`src/pac_pkg.sv`:
```
package pac_pkg;

  localparam int unsigned SAMPLE_W     = 16;
  localparam int unsigned ADC_W        = 12;
  localparam int unsigned ERR_W        = 13;
  localparam int unsigned ADC_SPAN     = 4096;
  localparam int unsigned RANGE_MARGIN = 500;

  localparam logic [ADC_W-1:0] ADC_CLAMP = 12'hFFF;
  // upper IR limit base for range one
  localparam logic [ADC_W-1:0] R1_BASE   = ADC_W'(ADC_SPAN - RANGE_MARGIN);

  typedef enum logic [1:0] {
    CMD_POLL   = 2'd0,
    CMD_FIRST  = 2'd1,
    CMD_ENABLE = 2'd2,
    CMD_UNUSED = 2'd3
  } cmd_e;

  typedef enum logic [1:0] {
    ACT_NONE  = 2'd0,
    ACT_FAR   = 2'd1,
    ACT_CLOSE = 2'd2,
    ACT_AGAIN = 2'd3
  } act_e;

  typedef enum logic [1:0] {
    EV_NONE  = 2'd0,
    EV_FAR   = 2'd1,
    EV_CLOSE = 2'd2
  } ev_e;

  typedef enum logic [2:0] {
    REG_UP_SWITCH   = 3'd0,
    REG_DOWN_SWITCH = 3'd1,
    REG_LOW_R0      = 3'd2,
    REG_HIGH_R0     = 3'd3,
    REG_LOW_R1      = 3'd4,
    REG_HIGH_R1     = 3'd5,
    REG_ERR_R0      = 3'd6,
    REG_ERR_R1      = 3'd7
  } reg_e;

  typedef struct packed {
    logic [ADC_W-1:0] up_switch_limit;
    logic [ADC_W-1:0] down_switch_limit;
    logic [ADC_W-1:0] low_thresh_r0;
    logic [ADC_W-1:0] high_thresh_r0;
    logic [ADC_W-1:0] low_thresh_r1;
    logic [ADC_W-1:0] high_thresh_r1;
    logic [ERR_W-1:0] err_limit_r0;
    logic [ERR_W-1:0] err_limit_r1;
  } cfg_t;

  typedef struct packed {
    logic gain_range;
    logic range_switched;
    ev_e  previous_event;
  } state_t;

  typedef struct packed {
    act_e action;
    logic next_range;
  } result_t;

endpackage

```
`src/pac_if.sv`:
```
interface pac_in_if;
  logic        valid;
  logic        ready;
  logic [1:0]  command;
  logic [15:0] ir_sample;
  logic [15:0] prox_sample;

  modport source (output valid, command, ir_sample, prox_sample, input ready);
  modport sink   (input valid, command, ir_sample, prox_sample, output ready);
endinterface

interface pac_out_if;
  logic       valid;
  logic       ready;
  logic [1:0] action;
  logic       next_range;

  modport source (output valid, action, next_range, input ready);
  modport sink   (input valid, action, next_range, output ready);
endinterface

interface pac_cfg_if;
  logic        valid;
  logic        ready;
  logic [2:0]  index;
  logic [12:0] data;

  modport source (output valid, index, data, input ready);
  modport sink   (input valid, index, data, output ready);
endinterface

```
`src/pac_cfg_regs.sv`:
```
module pac_cfg_regs (
  input  logic          clk_i,
  input  logic          rst_ni,
  pac_cfg_if.sink       cfg_i,
  output pac_pkg::cfg_t cfg_o
);
  import pac_pkg::*;

  cfg_t cfg_q;
  reg_e idx;

  assign cfg_i.ready = 1'b1;
  assign idx         = reg_e'(cfg_i.index);
  assign cfg_o       = cfg_q;

  always_ff @(posedge clk_i or negedge rst_ni) begin
    if (!rst_ni) begin
      cfg_q.up_switch_limit   <= 12'd1096;
      cfg_q.down_switch_limit <= 12'd194;
      cfg_q.low_thresh_r0     <= 12'd2400;
      cfg_q.high_thresh_r0    <= 12'd2500;
      cfg_q.low_thresh_r1     <= 12'd95;
      cfg_q.high_thresh_r1    <= 12'd100;
      cfg_q.err_limit_r0      <= 13'd4096;
      cfg_q.err_limit_r1      <= 13'd50;
    end else if (cfg_i.valid) begin
      case (idx)
        REG_UP_SWITCH:   cfg_q.up_switch_limit   <= cfg_i.data[ADC_W-1:0];
        REG_DOWN_SWITCH: cfg_q.down_switch_limit <= cfg_i.data[ADC_W-1:0];
        REG_LOW_R0:      cfg_q.low_thresh_r0     <= cfg_i.data[ADC_W-1:0];
        REG_HIGH_R0:     cfg_q.high_thresh_r0    <= cfg_i.data[ADC_W-1:0];
        REG_LOW_R1:      cfg_q.low_thresh_r1     <= cfg_i.data[ADC_W-1:0];
        REG_HIGH_R1:     cfg_q.high_thresh_r1    <= cfg_i.data[ADC_W-1:0];
        REG_ERR_R0:      cfg_q.err_limit_r0      <= cfg_i.data;
        REG_ERR_R1:      cfg_q.err_limit_r1      <= cfg_i.data;
        default: ;
      endcase
    end
  end

endmodule

```
`src/pac_classify.sv`:
```
module pac_classify (
  input  pac_pkg::cfg_t    cfg_i,
  input  pac_pkg::state_t  state_i,
  input  logic [1:0]       command_i,
  input  logic [15:0]      ir_sample_i,
  input  logic [15:0]      prox_sample_i,
  output pac_pkg::state_t  state_o,
  output pac_pkg::result_t result_o
);
  import pac_pkg::*;

  cmd_e             cmd;
  logic [ADC_W-1:0] ir;
  logic [ADC_W-1:0] ps;
  logic [ADC_W:0]   diff;
  logic [ADC_W-1:0] low;
  logic [ADC_W-1:0] high;
  logic [ERR_W-1:0] err;
  logic             above;
  logic             below;
  logic             sw;
  logic             do_switch;
  ev_e              ev;

  assign cmd = cmd_e'(command_i);

  // clamp both readings to the ADC span
  assign ir = (|ir_sample_i[SAMPLE_W-1:ADC_W])   ? ADC_CLAMP : ir_sample_i[ADC_W-1:0];
  assign ps = (|prox_sample_i[SAMPLE_W-1:ADC_W]) ? ADC_CLAMP : prox_sample_i[ADC_W-1:0];

  assign above = state_i.gain_range
               ? ((cfg_i.high_thresh_r1 <= R1_BASE) && (ir > (R1_BASE - cfg_i.high_thresh_r1)))
               : (ir > cfg_i.up_switch_limit);
  assign below = state_i.gain_range && (ir < cfg_i.down_switch_limit);

  assign sw        = (cmd == CMD_FIRST) ? 1'b0 : state_i.range_switched;
  assign do_switch = !sw && ((above && !state_i.gain_range) || (!above && below));

  assign low  = state_i.gain_range ? cfg_i.low_thresh_r1  : cfg_i.low_thresh_r0;
  assign high = state_i.gain_range ? cfg_i.high_thresh_r1 : cfg_i.high_thresh_r0;
  assign err  = state_i.gain_range ? cfg_i.err_limit_r1   : cfg_i.err_limit_r0;

  assign diff = {1'b0, ps} - {1'b0, ir};

  always_comb begin
    if (diff[ADC_W] || ({1'b0, diff[ADC_W-1:0]} > err)) begin
      ev = EV_NONE;
    end else if (diff[ADC_W-1:0] > high) begin
      ev = EV_CLOSE;
    end else if (diff[ADC_W-1:0] < low) begin
      ev = EV_FAR;
    end else begin
      ev = EV_NONE;
    end
  end

  always_comb begin
    state_o             = state_i;
    result_o.action     = ACT_NONE;
    result_o.next_range = state_i.gain_range;
    case (cmd)
      CMD_ENABLE: begin
        state_o.gain_range  = 1'b0;
        result_o.next_range = 1'b0;
      end
      CMD_POLL, CMD_FIRST: begin
        state_o.range_switched = sw;
        if (do_switch) begin
          // drop the prox reading and measure again at the new range
          state_o.gain_range     = ~state_i.gain_range;
          state_o.range_switched = 1'b1;
          result_o.action        = ACT_AGAIN;
          result_o.next_range    = ~state_i.gain_range;
        end else begin
          state_o.previous_event = ev;
          case (ev)
            EV_FAR:   result_o.action = ACT_FAR;
            EV_CLOSE: result_o.action = (state_i.previous_event == EV_CLOSE) ? ACT_CLOSE
                                                                             : ACT_AGAIN;
            default:  result_o.action = ACT_NONE;
          endcase
        end
      end
      default: ;
    endcase
  end

endmodule

```
`src/proximity_autorange_classifier_unit.sv`:
```
// Proximity auto-range classifier.
// Channels: in_i carries one transaction per measurement (command, ambient IR
// reading, proximity reading); out_o returns exactly one transaction per input
// (action and the gain range to use next); cfg_i writes the eight threshold and
// limit registers by index and is always ready. Write configuration only while
// no transaction is in flight.
// Pipeline: an accepted input is held in the input register, classified
// combinationally from there and moves into the result register, which drives
// out_o.valid, as soon as that register is free or draining. Throughput is one
// transaction per cycle while out_o.ready does not stall the result register;
// the rate rests on the combinational update of gain range, switch flag and
// previous event between the input register and the result register.
// Reset: gain range zero, no switch in this poll, previous event none, both
// pipeline registers empty and all configuration registers at board defaults.
// Stall: while out_o.ready is low the result register holds, the input register
// keeps one more transaction, and in_i.ready falls once both are full.
module proximity_autorange_classifier_unit (
  input  logic      clk_i,
  input  logic      rst_ni,
  pac_cfg_if.sink   cfg_i,
  pac_in_if.sink    in_i,
  pac_out_if.source out_o
);
  import pac_pkg::*;

  cfg_t    cfg;
  state_t  state_q;
  state_t  state_d;
  result_t res_d;
  result_t res_q;

  logic        iv_q, iv_d;
  logic        ov_q, ov_d;
  logic [1:0]  cmd_q;
  logic [15:0] ir_q;
  logic [15:0] ps_q;
  logic        in_acc;
  logic        adv;

  pac_cfg_regs u_cfg (
    .clk_i  (clk_i),
    .rst_ni (rst_ni),
    .cfg_i  (cfg_i),
    .cfg_o  (cfg)
  );

  pac_classify u_classify (
    .cfg_i         (cfg),
    .state_i       (state_q),
    .command_i     (cmd_q),
    .ir_sample_i   (ir_q),
    .prox_sample_i (ps_q),
    .state_o       (state_d),
    .result_o      (res_d)
  );

  // advance the held transaction when the result register is free or draining
  assign adv        = iv_q && (!ov_q || out_o.ready);
  assign in_i.ready = !iv_q || adv;
  assign in_acc     = in_i.valid && in_i.ready;

  assign iv_d = in_acc || (iv_q && !adv);
  assign ov_d = adv || (ov_q && !out_o.ready);

  always_ff @(posedge clk_i or negedge rst_ni) begin
    if (!rst_ni) begin
      iv_q    <= 1'b0;
      ov_q    <= 1'b0;
      state_q <= '{gain_range: 1'b0, range_switched: 1'b0, previous_event: EV_NONE};
    end else begin
      iv_q <= iv_d;
      ov_q <= ov_d;
      if (adv) begin
        state_q <= state_d;
      end
    end
  end

  // payload registers: no reset
  always_ff @(posedge clk_i) begin
    if (in_acc) begin
      cmd_q <= in_i.command;
      ir_q  <= in_i.ir_sample;
      ps_q  <= in_i.prox_sample;
    end
    if (adv) begin
      res_q <= res_d;
    end
  end

  assign out_o.valid      = ov_q;
  assign out_o.action     = res_q.action;
  assign out_o.next_range = res_q.next_range;

`ifndef SYNTHESIS
  // a confirmed close needs a close event left by the previous transaction
  assert property (@(posedge clk_i) disable iff (!rst_ni)
    (adv && res_d.action == ACT_CLOSE) |-> (state_q.previous_event == EV_CLOSE))
    else $error("close reported without a preceding close event");

  // once switched within a poll the range only changes by enable or a new poll
  assert property (@(posedge clk_i) disable iff (!rst_ni)
    (adv && state_q.range_switched && cmd_q != CMD_FIRST && cmd_q != CMD_ENABLE)
      |-> (state_d.gain_range == state_q.gain_range))
    else $error("second range switch within one poll");

  // input back-pressure only when both stages are full and the sink stalls
  assert property (@(posedge clk_i) disable iff (!rst_ni)
    !in_i.ready |-> (iv_q && ov_q && !out_o.ready))
    else $error("input stalled without a full pipeline");

  // the result register reports the range that the state holds afterwards
  assert property (@(posedge clk_i) disable iff (!rst_ni)
    adv |=> (res_q.next_range == state_q.gain_range))
    else $error("next range differs from the stored gain range");
`endif

endmodule

```
`src/flat_wrapper.sv`:
```
// flat-port wrapper written by rule: the top's interface ports become plain ports
module proximity_autorange_classifier_unit_flat import pac_pkg::*;
  (clk_i, rst_ni, cfg_i_valid, cfg_i_index, cfg_i_data, cfg_i_ready, in_i_valid, in_i_command, in_i_ir_sample, in_i_prox_sample, in_i_ready, out_o_valid, out_o_action, out_o_next_range, out_o_ready);
  pac_cfg_if cfg_i_i ();
  pac_in_if in_i_i ();
  pac_out_if out_o_i ();
  input  logic clk_i;
  input  logic rst_ni;
  input wire logic [$bits(cfg_i_i.valid)-1:0] cfg_i_valid;
  input wire logic [$bits(cfg_i_i.index)-1:0] cfg_i_index;
  input wire logic [$bits(cfg_i_i.data)-1:0] cfg_i_data;
  output wire logic [$bits(cfg_i_i.ready)-1:0] cfg_i_ready;
  input wire logic [$bits(in_i_i.valid)-1:0] in_i_valid;
  input wire logic [$bits(in_i_i.command)-1:0] in_i_command;
  input wire logic [$bits(in_i_i.ir_sample)-1:0] in_i_ir_sample;
  input wire logic [$bits(in_i_i.prox_sample)-1:0] in_i_prox_sample;
  output wire logic [$bits(in_i_i.ready)-1:0] in_i_ready;
  output wire logic [$bits(out_o_i.valid)-1:0] out_o_valid;
  output wire logic [$bits(out_o_i.action)-1:0] out_o_action;
  output wire logic [$bits(out_o_i.next_range)-1:0] out_o_next_range;
  input wire logic [$bits(out_o_i.ready)-1:0] out_o_ready;
  assign cfg_i_i.valid = cfg_i_valid;
  assign cfg_i_i.index = cfg_i_index;
  assign cfg_i_i.data = cfg_i_data;
  assign cfg_i_ready = cfg_i_i.ready;
  assign in_i_i.valid = in_i_valid;
  assign in_i_i.command = in_i_command;
  assign in_i_i.ir_sample = in_i_ir_sample;
  assign in_i_i.prox_sample = in_i_prox_sample;
  assign in_i_ready = in_i_i.ready;
  assign out_o_valid = out_o_i.valid;
  assign out_o_action = out_o_i.action;
  assign out_o_next_range = out_o_i.next_range;
  assign out_o_i.ready = out_o_ready;
  proximity_autorange_classifier_unit u_core (.clk_i(clk_i), .rst_ni(rst_ni), .cfg_i(cfg_i_i), .in_i(in_i_i), .out_o(out_o_i));
endmodule
```
`config.mk`:
```
export PLATFORM = sky130hd
export DESIGN_NAME = proximity_autorange_classifier_unit_flat
export DESIGN_NICKNAME = d
export VERILOG_FILES = /design/src/pac_pkg.sv /design/src/pac_if.sv /design/src/pac_cfg_regs.sv /design/src/pac_classify.sv /design/src/proximity_autorange_classifier_unit.sv /design/src/flat_wrapper.sv
export SDC_FILE = /design/constraint.sdc
export NUM_CORES = 1
export LEC_CHECK = 0
export BUFFER_PORTS_ARGS = -buffer_cell sky130_fd_sc_hd__buf_2
export CAP_MARGIN = 20
export CORE_ASPECT_RATIO = 1.25
export CORE_MARGIN = 2
export CORE_UTILIZATION = 61
export DETAILED_ROUTE_END_ITERATION = 12
export HOLD_SLACK_MARGIN = 0.12
export PLACE_DENSITY_LB_ADDON = 0.3
export SYNTH_ARGS = -nofsm -noshare
export SYNTH_HDL_FRONTEND = slang
export SYNTH_HIERARCHICAL = 1
export SYNTH_SLANG_ARGS = --single-unit
```
`constraint.sdc`:
```
create_clock -name clk_i -period 5.8 [get_ports clk_i]
set_input_delay 0.87 -clock clk_i [delete_from_list [all_inputs] [get_ports clk_i]]
set_output_delay 0.87 -clock clk_i [all_outputs]
set_load 0.05 [all_outputs]
```
== Word level (Yosys, flattened, before mapping) ==
Cells that the tools add are included.

* Bits of input ports: 55
* Logic and storage cells: 98
* Bits in registers: 141
* Output and inout bits: 6

* Equal/unequal tests: 13
* Mux-type cells: 17
* Bitwise operators: 2
* Add/sub/neg operators: 2
* Reductions and logical operators: 39
* Order comparisons: 7

{| class="wikitable"
|+ Operators by type and width
! cell !! count
|-
| 2-to-1 mux 12 bit || 4
|-
| greater-than comparator 12 bit || 3
|-
| < comparator 12 bit || 2
|-
| AND reduction 2 bit || 9
|-
| greater-than comparator 12 x 13 -> 1 bit || 1
|-
| 2-to-1 mux 13 bit || 1
|-
| subtractor 12 x 12 -> 13 bit || 1
|-
| == test 3 bit (second input constant) || 4
|-
| less-or-equal comparator 12 bit (second input constant) || 1
|-
| subtractor 12 bit (first input constant) || 1
|-
| logical AND 1 bit || 9
|-
| 2-to-1 mux 2 bit || 4
|-
| OR reduction 4 bit || 2
|-
| zero test 1 bit || 7
|-
| == test 2 bit (second input constant) || 3
|-
| == test 3 x 2 -> 1 bit (second input constant) || 2
|-
| logical OR 1 bit || 6
|-
| AND reduction 3 bit || 2
|-
| 2-to-1 mux 1 bit || 5
|-
| == test 2 x 1 -> 1 bit (second input constant) || 2
|-
| case mux 1 bit (2 select lines) || 2
|-
| case mux 2 bit (2 select lines) || 1
|-
| == test 3 x 1 -> 1 bit (second input constant) || 1
|-
| zero test 3 bit || 1
|-
| other kinds (5) || 6
|}

== Logic depth before layout (Yosys ltp) ==
* Word-level depth: 11
* Gate-level depth with buffers: 23
* Depth with buffers taken out: 22

== By module ==
The synthesis kept the hierarchy.

{| class="wikitable"
|+ By module, submodules not included
! module !! cells each !! instances !! sequential area each (um2) !! area each (um2)
|-
| pac_cfg_regs || 214 || 1 || 2487.4 || 3769.9
|-
| pac_classify || 416 || 1 || 0.0 || 3129.3
|-
| proximity_autorange_classifier_unit || 54 || 1 || 1261.2 || 1377.6
|}

== Worst setup path after synthesis ==
OpenSTA, ideal clock, no wires.

* Kind: register to register
* Start: register u_core.ps_q[15]
* End: register u_core/state_q[1] in the netlist's numbering
* Data required time: 5675 ps
* Cell stages (with the launch flop): 22
* Setup time: 125 ps
* Clock period less this slack: 5132 ps
* Arrival: 5007 ps
* Setup slack: 668 ps
* Path buffers: 0
* Cell sequence: edfxtp_1 -> nor4_1 -> nand2b_1 -> ha_1 -> nor2b_1 -> o31ai_1 -> a21oi_2 -> a21o_2 -> a21oi_1 -> xnor2_1 -> ha_1 -> and3_2 -> nand2_1 -> nor2_1 -> o21ai_0 -> mux2i_1 -> or3_1 -> and3_4 -> o31ai_4 -> nor2_1 -> mux2_2 -> mux2_4

* Word-level cells in the longest chain between the ends: 6
* Elaborated cells on any way between the ends: 8
* Those cells by class: add/sub (1); order compare (2); mux (3); reduce/logical (2)

{| class="wikitable"
|+ Ends and longest elaborated chain
! item !! line !! RTL
|-
| from (decl) || proximity_autorange_classifier_unit.sv:36 || <nowiki>logic [15:0] ps_q;</nowiki>
|-
| from (signal assigned) || proximity_autorange_classifier_unit.sv:84 || <nowiki>ps_q <= in_i.prox_sample;</nowiki>
|-
| OR reduction 4 bit (*) || pac_classify.sv:29 || <nowiki>assign ps = (|prox_sample_i[SAMPLE_W-1:ADC_W]) ? ADC_CLAMP : prox_sample_i[ADC_W-1:0];</nowiki>
|-
| 2-to-1 mux 12 bit (*) || pac_classify.sv:29 ||
|-
| subtractor 12 x 12 -> 13 bit (*) || pac_classify.sv:43 || <nowiki>assign diff = {1'b0, ps} - {1'b0, ir};</nowiki>
|-
| greater-than comparator 12 bit or greater-than comparator 12 x 13 -> 1 bit (tied branches) || pac_classify.sv:48, pac_classify.sv:46 ||
|-
| 2-to-1 mux 2 bit or logical OR 1 bit (tied branches) || pac_classify.sv:48, pac_classify.sv:46 ||
|-
| 2-to-1 mux 2 bit (*) || pac_classify.sv:46 || <nowiki>if (diff[ADC_W] || ({1'b0, diff[ADC_W-1:0]} > err)) begin</nowiki>
|-
| to (signal assigned) || proximity_autorange_classifier_unit.sv:69 || <nowiki>state_q <= '{gain_range: 1'b0, range_switched: 1'b0, previous_event: EV_NONE};</nowiki>
|-
| to (signal assigned) || proximity_autorange_classifier_unit.sv:74 || <nowiki>state_q <= state_d;</nowiki>
|-
| to (decl) || proximity_autorange_classifier_unit.sv:27 || <nowiki>state_t state_q;</nowiki>
|}

Mark *: on every way between the ends. The rest lies on a longest branch, timed or not.
A chain may end at the register's enable or synchronous reset.

== Final worst setup path ==
* Start: register u_core.ir_q[13]
* End: register u_core/state_q[1] in the netlist's numbering

* Word-level cells in the longest chain between the ends: 11
* Elaborated cells on any way between the ends: 21
* Those cells by class: add/sub (1); order compare (5); mux (4); bitwise (1); reduce/logical (10)

{| class="wikitable"
|+ Ends and longest elaborated chain
! item !! line !! RTL
|-
| from (decl) || proximity_autorange_classifier_unit.sv:35 || <nowiki>logic [15:0] ir_q;</nowiki>
|-
| from (signal assigned) || proximity_autorange_classifier_unit.sv:83 || <nowiki>ir_q <= in_i.ir_sample;</nowiki>
|-
| OR reduction 4 bit (*) || pac_classify.sv:28 || <nowiki>assign ir = (|ir_sample_i[SAMPLE_W-1:ADC_W]) ? ADC_CLAMP : ir_sample_i[ADC_W-1:0];</nowiki>
|-
| 2-to-1 mux 12 bit (*) || pac_classify.sv:28 ||
|-
| parallel branches: the longest is 9 deep, another holds subtractor 12 x 12 -> 13 bit || n/a ||
|}

Mark *: on every way between the ends.

==> impl_results.rst <==
.. list-table::
   :header-rows: 1

   * - Metric
     - Value
   * - Kind of path behind the tightest hold check
     - reg2reg
   * - Count of final setup violators
     - 0
   * - Count of vias placed by the detailed router
     - 5638
   * - Capturing instance or port of the critical path
     - u_core/state_q[1]$_DFFE_PN0P_
   * - Endpoint class of the critical path
     - register
   * - Io pins
     - 61
   * - Cell depth of the worst flop-to-flop path
     - 22
   * - Register-to-Register Setup Slack
     - 0.44 ns
   * - Final Util
     - 70.19%
   * - Later-pin clock latency in the skew report
     - 0.41 ns
   * - Total nets after synthesis
     - 811
   * - Power density normalized to cell area
     - 394.6 mW/mm2
   * - Detailed Route WL
     - 18650 um
   * - Die X-Extent
     - 108.2 um
   * - Vias in the first global route
     - 5874
   * - Met3 global-route usage
     - 4.325%
   * - Final WS setup
     - 0.4352 ns
   * - Fmax
     - 186.4 MHz
   * - Number of buffers inserted during clock tree synthesis
     - 17
   * - Number of nets in the final layout
     - 878
   * - Post-Synthesis Mean Instance Area
     - 12.10 um2
   * - CP Max Fanout
     - 4
   * - Pre-Repair DR Iteration Count
     - 5
   * - Post-synth EDFFs
     - 37
   * - Synth-to-layout area growth
     - 12.21%
   * - Global-route met1 utilization
     - 33.71%
   * - Critical R2R Launch
     - u_core/ir_q[13]$_DFFE_PP_
   * - Global-route usage over all layers
     - 27.29%
   * - Starting Density
     - 62.55%
   * - Depth of the CTS H-tree
     - 4
   * - Mapped Cells
     - 684
   * - Run status
     - completed
   * - Fraction of final layout cells with drive strength greater than 1
     - 32.33%
   * - Met2 Resource Use GR
     - 46.02%
   * - Top cell type's share of synthesized area
     - 22.98%
   * - RSZ-0062 raised after global routing
     - no
   * - Die Ht
     - 134.2 um
   * - Maximum number of pins on one net before global-route repair
     - 62
   * - Busiest layer in global routing
     - met2
   * - Share of flip-flops with an asynchronous set or reset
     - 73.76%
   * - Number of remaining DRC errors
     - 0
   * - Routed WL per cell
     - 19.95 um
   * - Portion of the clock cycle consumed by the worst path in the final layout
     - 92.50%
   * - Max-slew violation count
     - 0
   * - Die area
     - 0.01452 mm2
   * - Setup fix buffers added after clock tree synthesis
     - 0
   * - Tightest hold margin
     - 0.5020 ns
   * - Pre-CTS setup slack
     - 0.5646 ns
   * - Worst slew margin relative to its limit
     - 40.23%
   * - Commonest non-fill, non-tap cells in the layout
     - mux2_2, dfrtp_1, ha_1
   * - Post-detailed-route count of antenna-violating nets
     - 0
   * - Most used DFF post-synth
     - dfrtp_1
   * - Reported max-cap violation count
     - 0
   * - LEAKAGE
     - 4.116 nW
   * - Max rail drop VDD
     - 0.2674 mV
   * - CTS clk-pin slew, worst paths
     - 0.06 ns
   * - Initial antenna violation count
     - 0
   * - Distinct cells, synth
     - 72
   * - FF+latch count, synth
     - 141
   * - Category of the worst setup path launch point
     - register
   * - Commonest non-fill, non-tap cell in the layout
     - mux2_2
   * - Synth top area cells
     - dfrtp_1, mux2_2, edfxtp_1
   * - Deepest clock path buffer count
     - 2
   * - Sinks on the clock net
     - 141
   * - Final HPWL from detailed placement
     - 13670 um
   * - Cell area after technology mapping
     - 0.008277 mm2
   * - Clock tree from TritonCTS
     - yes
   * - Sequential element share of the synthesized area
     - 45.29%
   * - Setup skew after layout
     - 0.006231 ns
   * - Ant. Diodes
     - 0
   * - Reg-to-reg critical path endpoint
     - u_core/state_q[1]$_DFFE_PN0P_
   * - FP Rows
     - 47
   * - Worst setup path startpoint
     - u_core/ir_q[13]$_DFFE_PP_
   * - Count of buffers from port buffering
     - 59
   * - Classification of the worst setup path
     - reg2reg
   * - First-pass GRT wire length
     - 29970 um
   * - Measured slew at the worst slew-check pin
     - 0.8928 ns
   * - Area of the core
     - 0.01323 mm2
   * - Total Negative Setup Slacks
     - 0 ns
   * - Post-CTS sizing
     - 0
   * - Final period demand of the worst path
     - 5.365 ns
   * - Final Hold Violating Endpoints
     - 0
   * - Arrival time of data at the critical path endpoint
     - 5.66 ns
   * - Buffer cell driving the clock tree root
     - clkbuf_16
   * - Worst Path Required
     - 6.10 ns
   * - Yosys synthesis warning count
     - 6
   * - Initial detailed-routing violation count
     - 268
   * - Via-per-instance ratio
     - 6.030
   * - Count of hold-fix buffers inserted at cts
     - 0
   * - Cell accounting for the most synthesized area
     - dfrtp_1
   * - Final Wtd Congestion
     - 0.8947
   * - Congestion Overflow GR
     - 0
==> logic make-up (layout without fill, tap and decap cells) <==
kind of cell	Yosys count	in the layout	synth area share (%)
other	1	1	0.04531
AOI/OAI and AO/OA	102	102	8.390
and+or+nand+nor	134	134	9.418
adders and majority gates	73	73	11.10
muxes	143	143	19.11
DFF	141	141	45.29
xor gates and xnor gates	22	22	2.721
buffers and inverters	68	148	3.930
==> stage by stage <==
step / std cells / cell area [um2] / power [W]
after CTS: 935 / 9288 / 0.003674
after global routing: 935 / 9288 / 0.003866
after floorplan: 684 / 8277 / 0.002266
final: 935 / 9288 / 0.003665
after global placement: 903 / 8701 / 0.002513
after detailed placement: 903 / 8701 / 0.002572
==> area by class of cell <==
type	count	area, um2
Clock inverter	15	161.4
Timing Repair Buffer	65	342.8
Inverter	51	191.4
Fill cell	952	3944
Multi-Input combinational cell	475	4203
Clock buffer	17	425.4
Sequential cell	141	3750
Tap cell	171	214.0
==> critical path, stage by stage, from the launching register on <==
cell and delay, ns:
edfxtp_1 0.37, or4_1 0.58, nor2_1 0.19, inv_1 0.18, fa_1 0.46, nand2b_1 0.19
a21oi_1 0.19, a31oi_1 0.17, o21bai_1 0.16, a21oi_1 0.13, xnor2_1 0.28, ha_1 0.31
and3_2 0.24, nand2_1 0.12, nor2_1 0.05, o21ai_0 0.10, mux2i_1 0.11, or3_1 0.35
and3_4 0.16, o31ai_4 0.30, nor2_1 0.08, mux2_2 0.26, mux2_4 0.27
==> routing by layer <==
layer / vias to the layer above / part of all wire [%]
li1: 2646 / -
met1: 2824 / 42
met2: 126 / 51
met3: 42 / 3.0
met4: 0 / 4.2
met5: - / 0
==> worst min path at each step <==
| stage | startpoint | end | depth (start not counted) |
|---|---|---|---|
| floorplan | u_core/u_cfg/cfg_o[10]$_DFFE_PN0P_ | u_core/u_cfg/cfg_o[10]$_DFFE_PN0P_ | 1 |
| global placement | u_core/u_cfg/cfg_o[11]$_DFFE_PN0P_ | u_core/u_cfg/cfg_o[11]$_DFFE_PN0P_ | 1 |
| detailed placement | u_core/u_cfg/cfg_o[12]$_DFFE_PN0P_ | u_core/u_cfg/cfg_o[12]$_DFFE_PN0P_ | 1 |
| CTS | u_core/u_cfg/cfg_o[12]$_DFFE_PN0P_ | u_core/u_cfg/cfg_o[12]$_DFFE_PN0P_ | 1 |
| global route | u_core/u_cfg/cfg_o[3]$_DFFE_PN0P_ | u_core/u_cfg/cfg_o[3]$_DFFE_PN0P_ | 1 |
| finish | u_core/u_cfg/cfg_o[12]$_DFFE_PN0P_ | u_core/u_cfg/cfg_o[12]$_DFFE_PN0P_ | 1 |
==> sequential cells by signal, indices dropped and copies added, names as in the netlist <==
register and cells:
u_core/out_o.next_range 1, u_core/out_o.valid 1, u_core/cmd_q 2, u_core/ir_q 16
u_core/iv_q 1, u_core/state_q 4, u_core/ps_q 16, u_core/u_cfg/cfg_o 98
u_core/out_o.action 2
==> report_power, final <==
part | switching (W) | leakage, nW | internal [W]
Clock | 0.000444 | 0.277 | 0.000640
Combinational | 0.000599 | 2.28 | 0.000573
Sequential | 0.000164 | 1.56 | 0.00124
==> cell usage after synthesis, types with 7 or more instances <==
cell type and number:
a21oi_1 20, ha_1 71, inv_1 51, o211ai_1 7, nor2_1 27, nand3_1 9, o21ai_0 21, mux2_2 104
edfxtp_1 37, dfstp_2 28, nor2b_1 8, dfrtp_1 76, nand2b_1 24, xnor2_1 16, mux2i_1 35, nand2_1 21
Note: power is estimated with default switching activity, not from simulation.
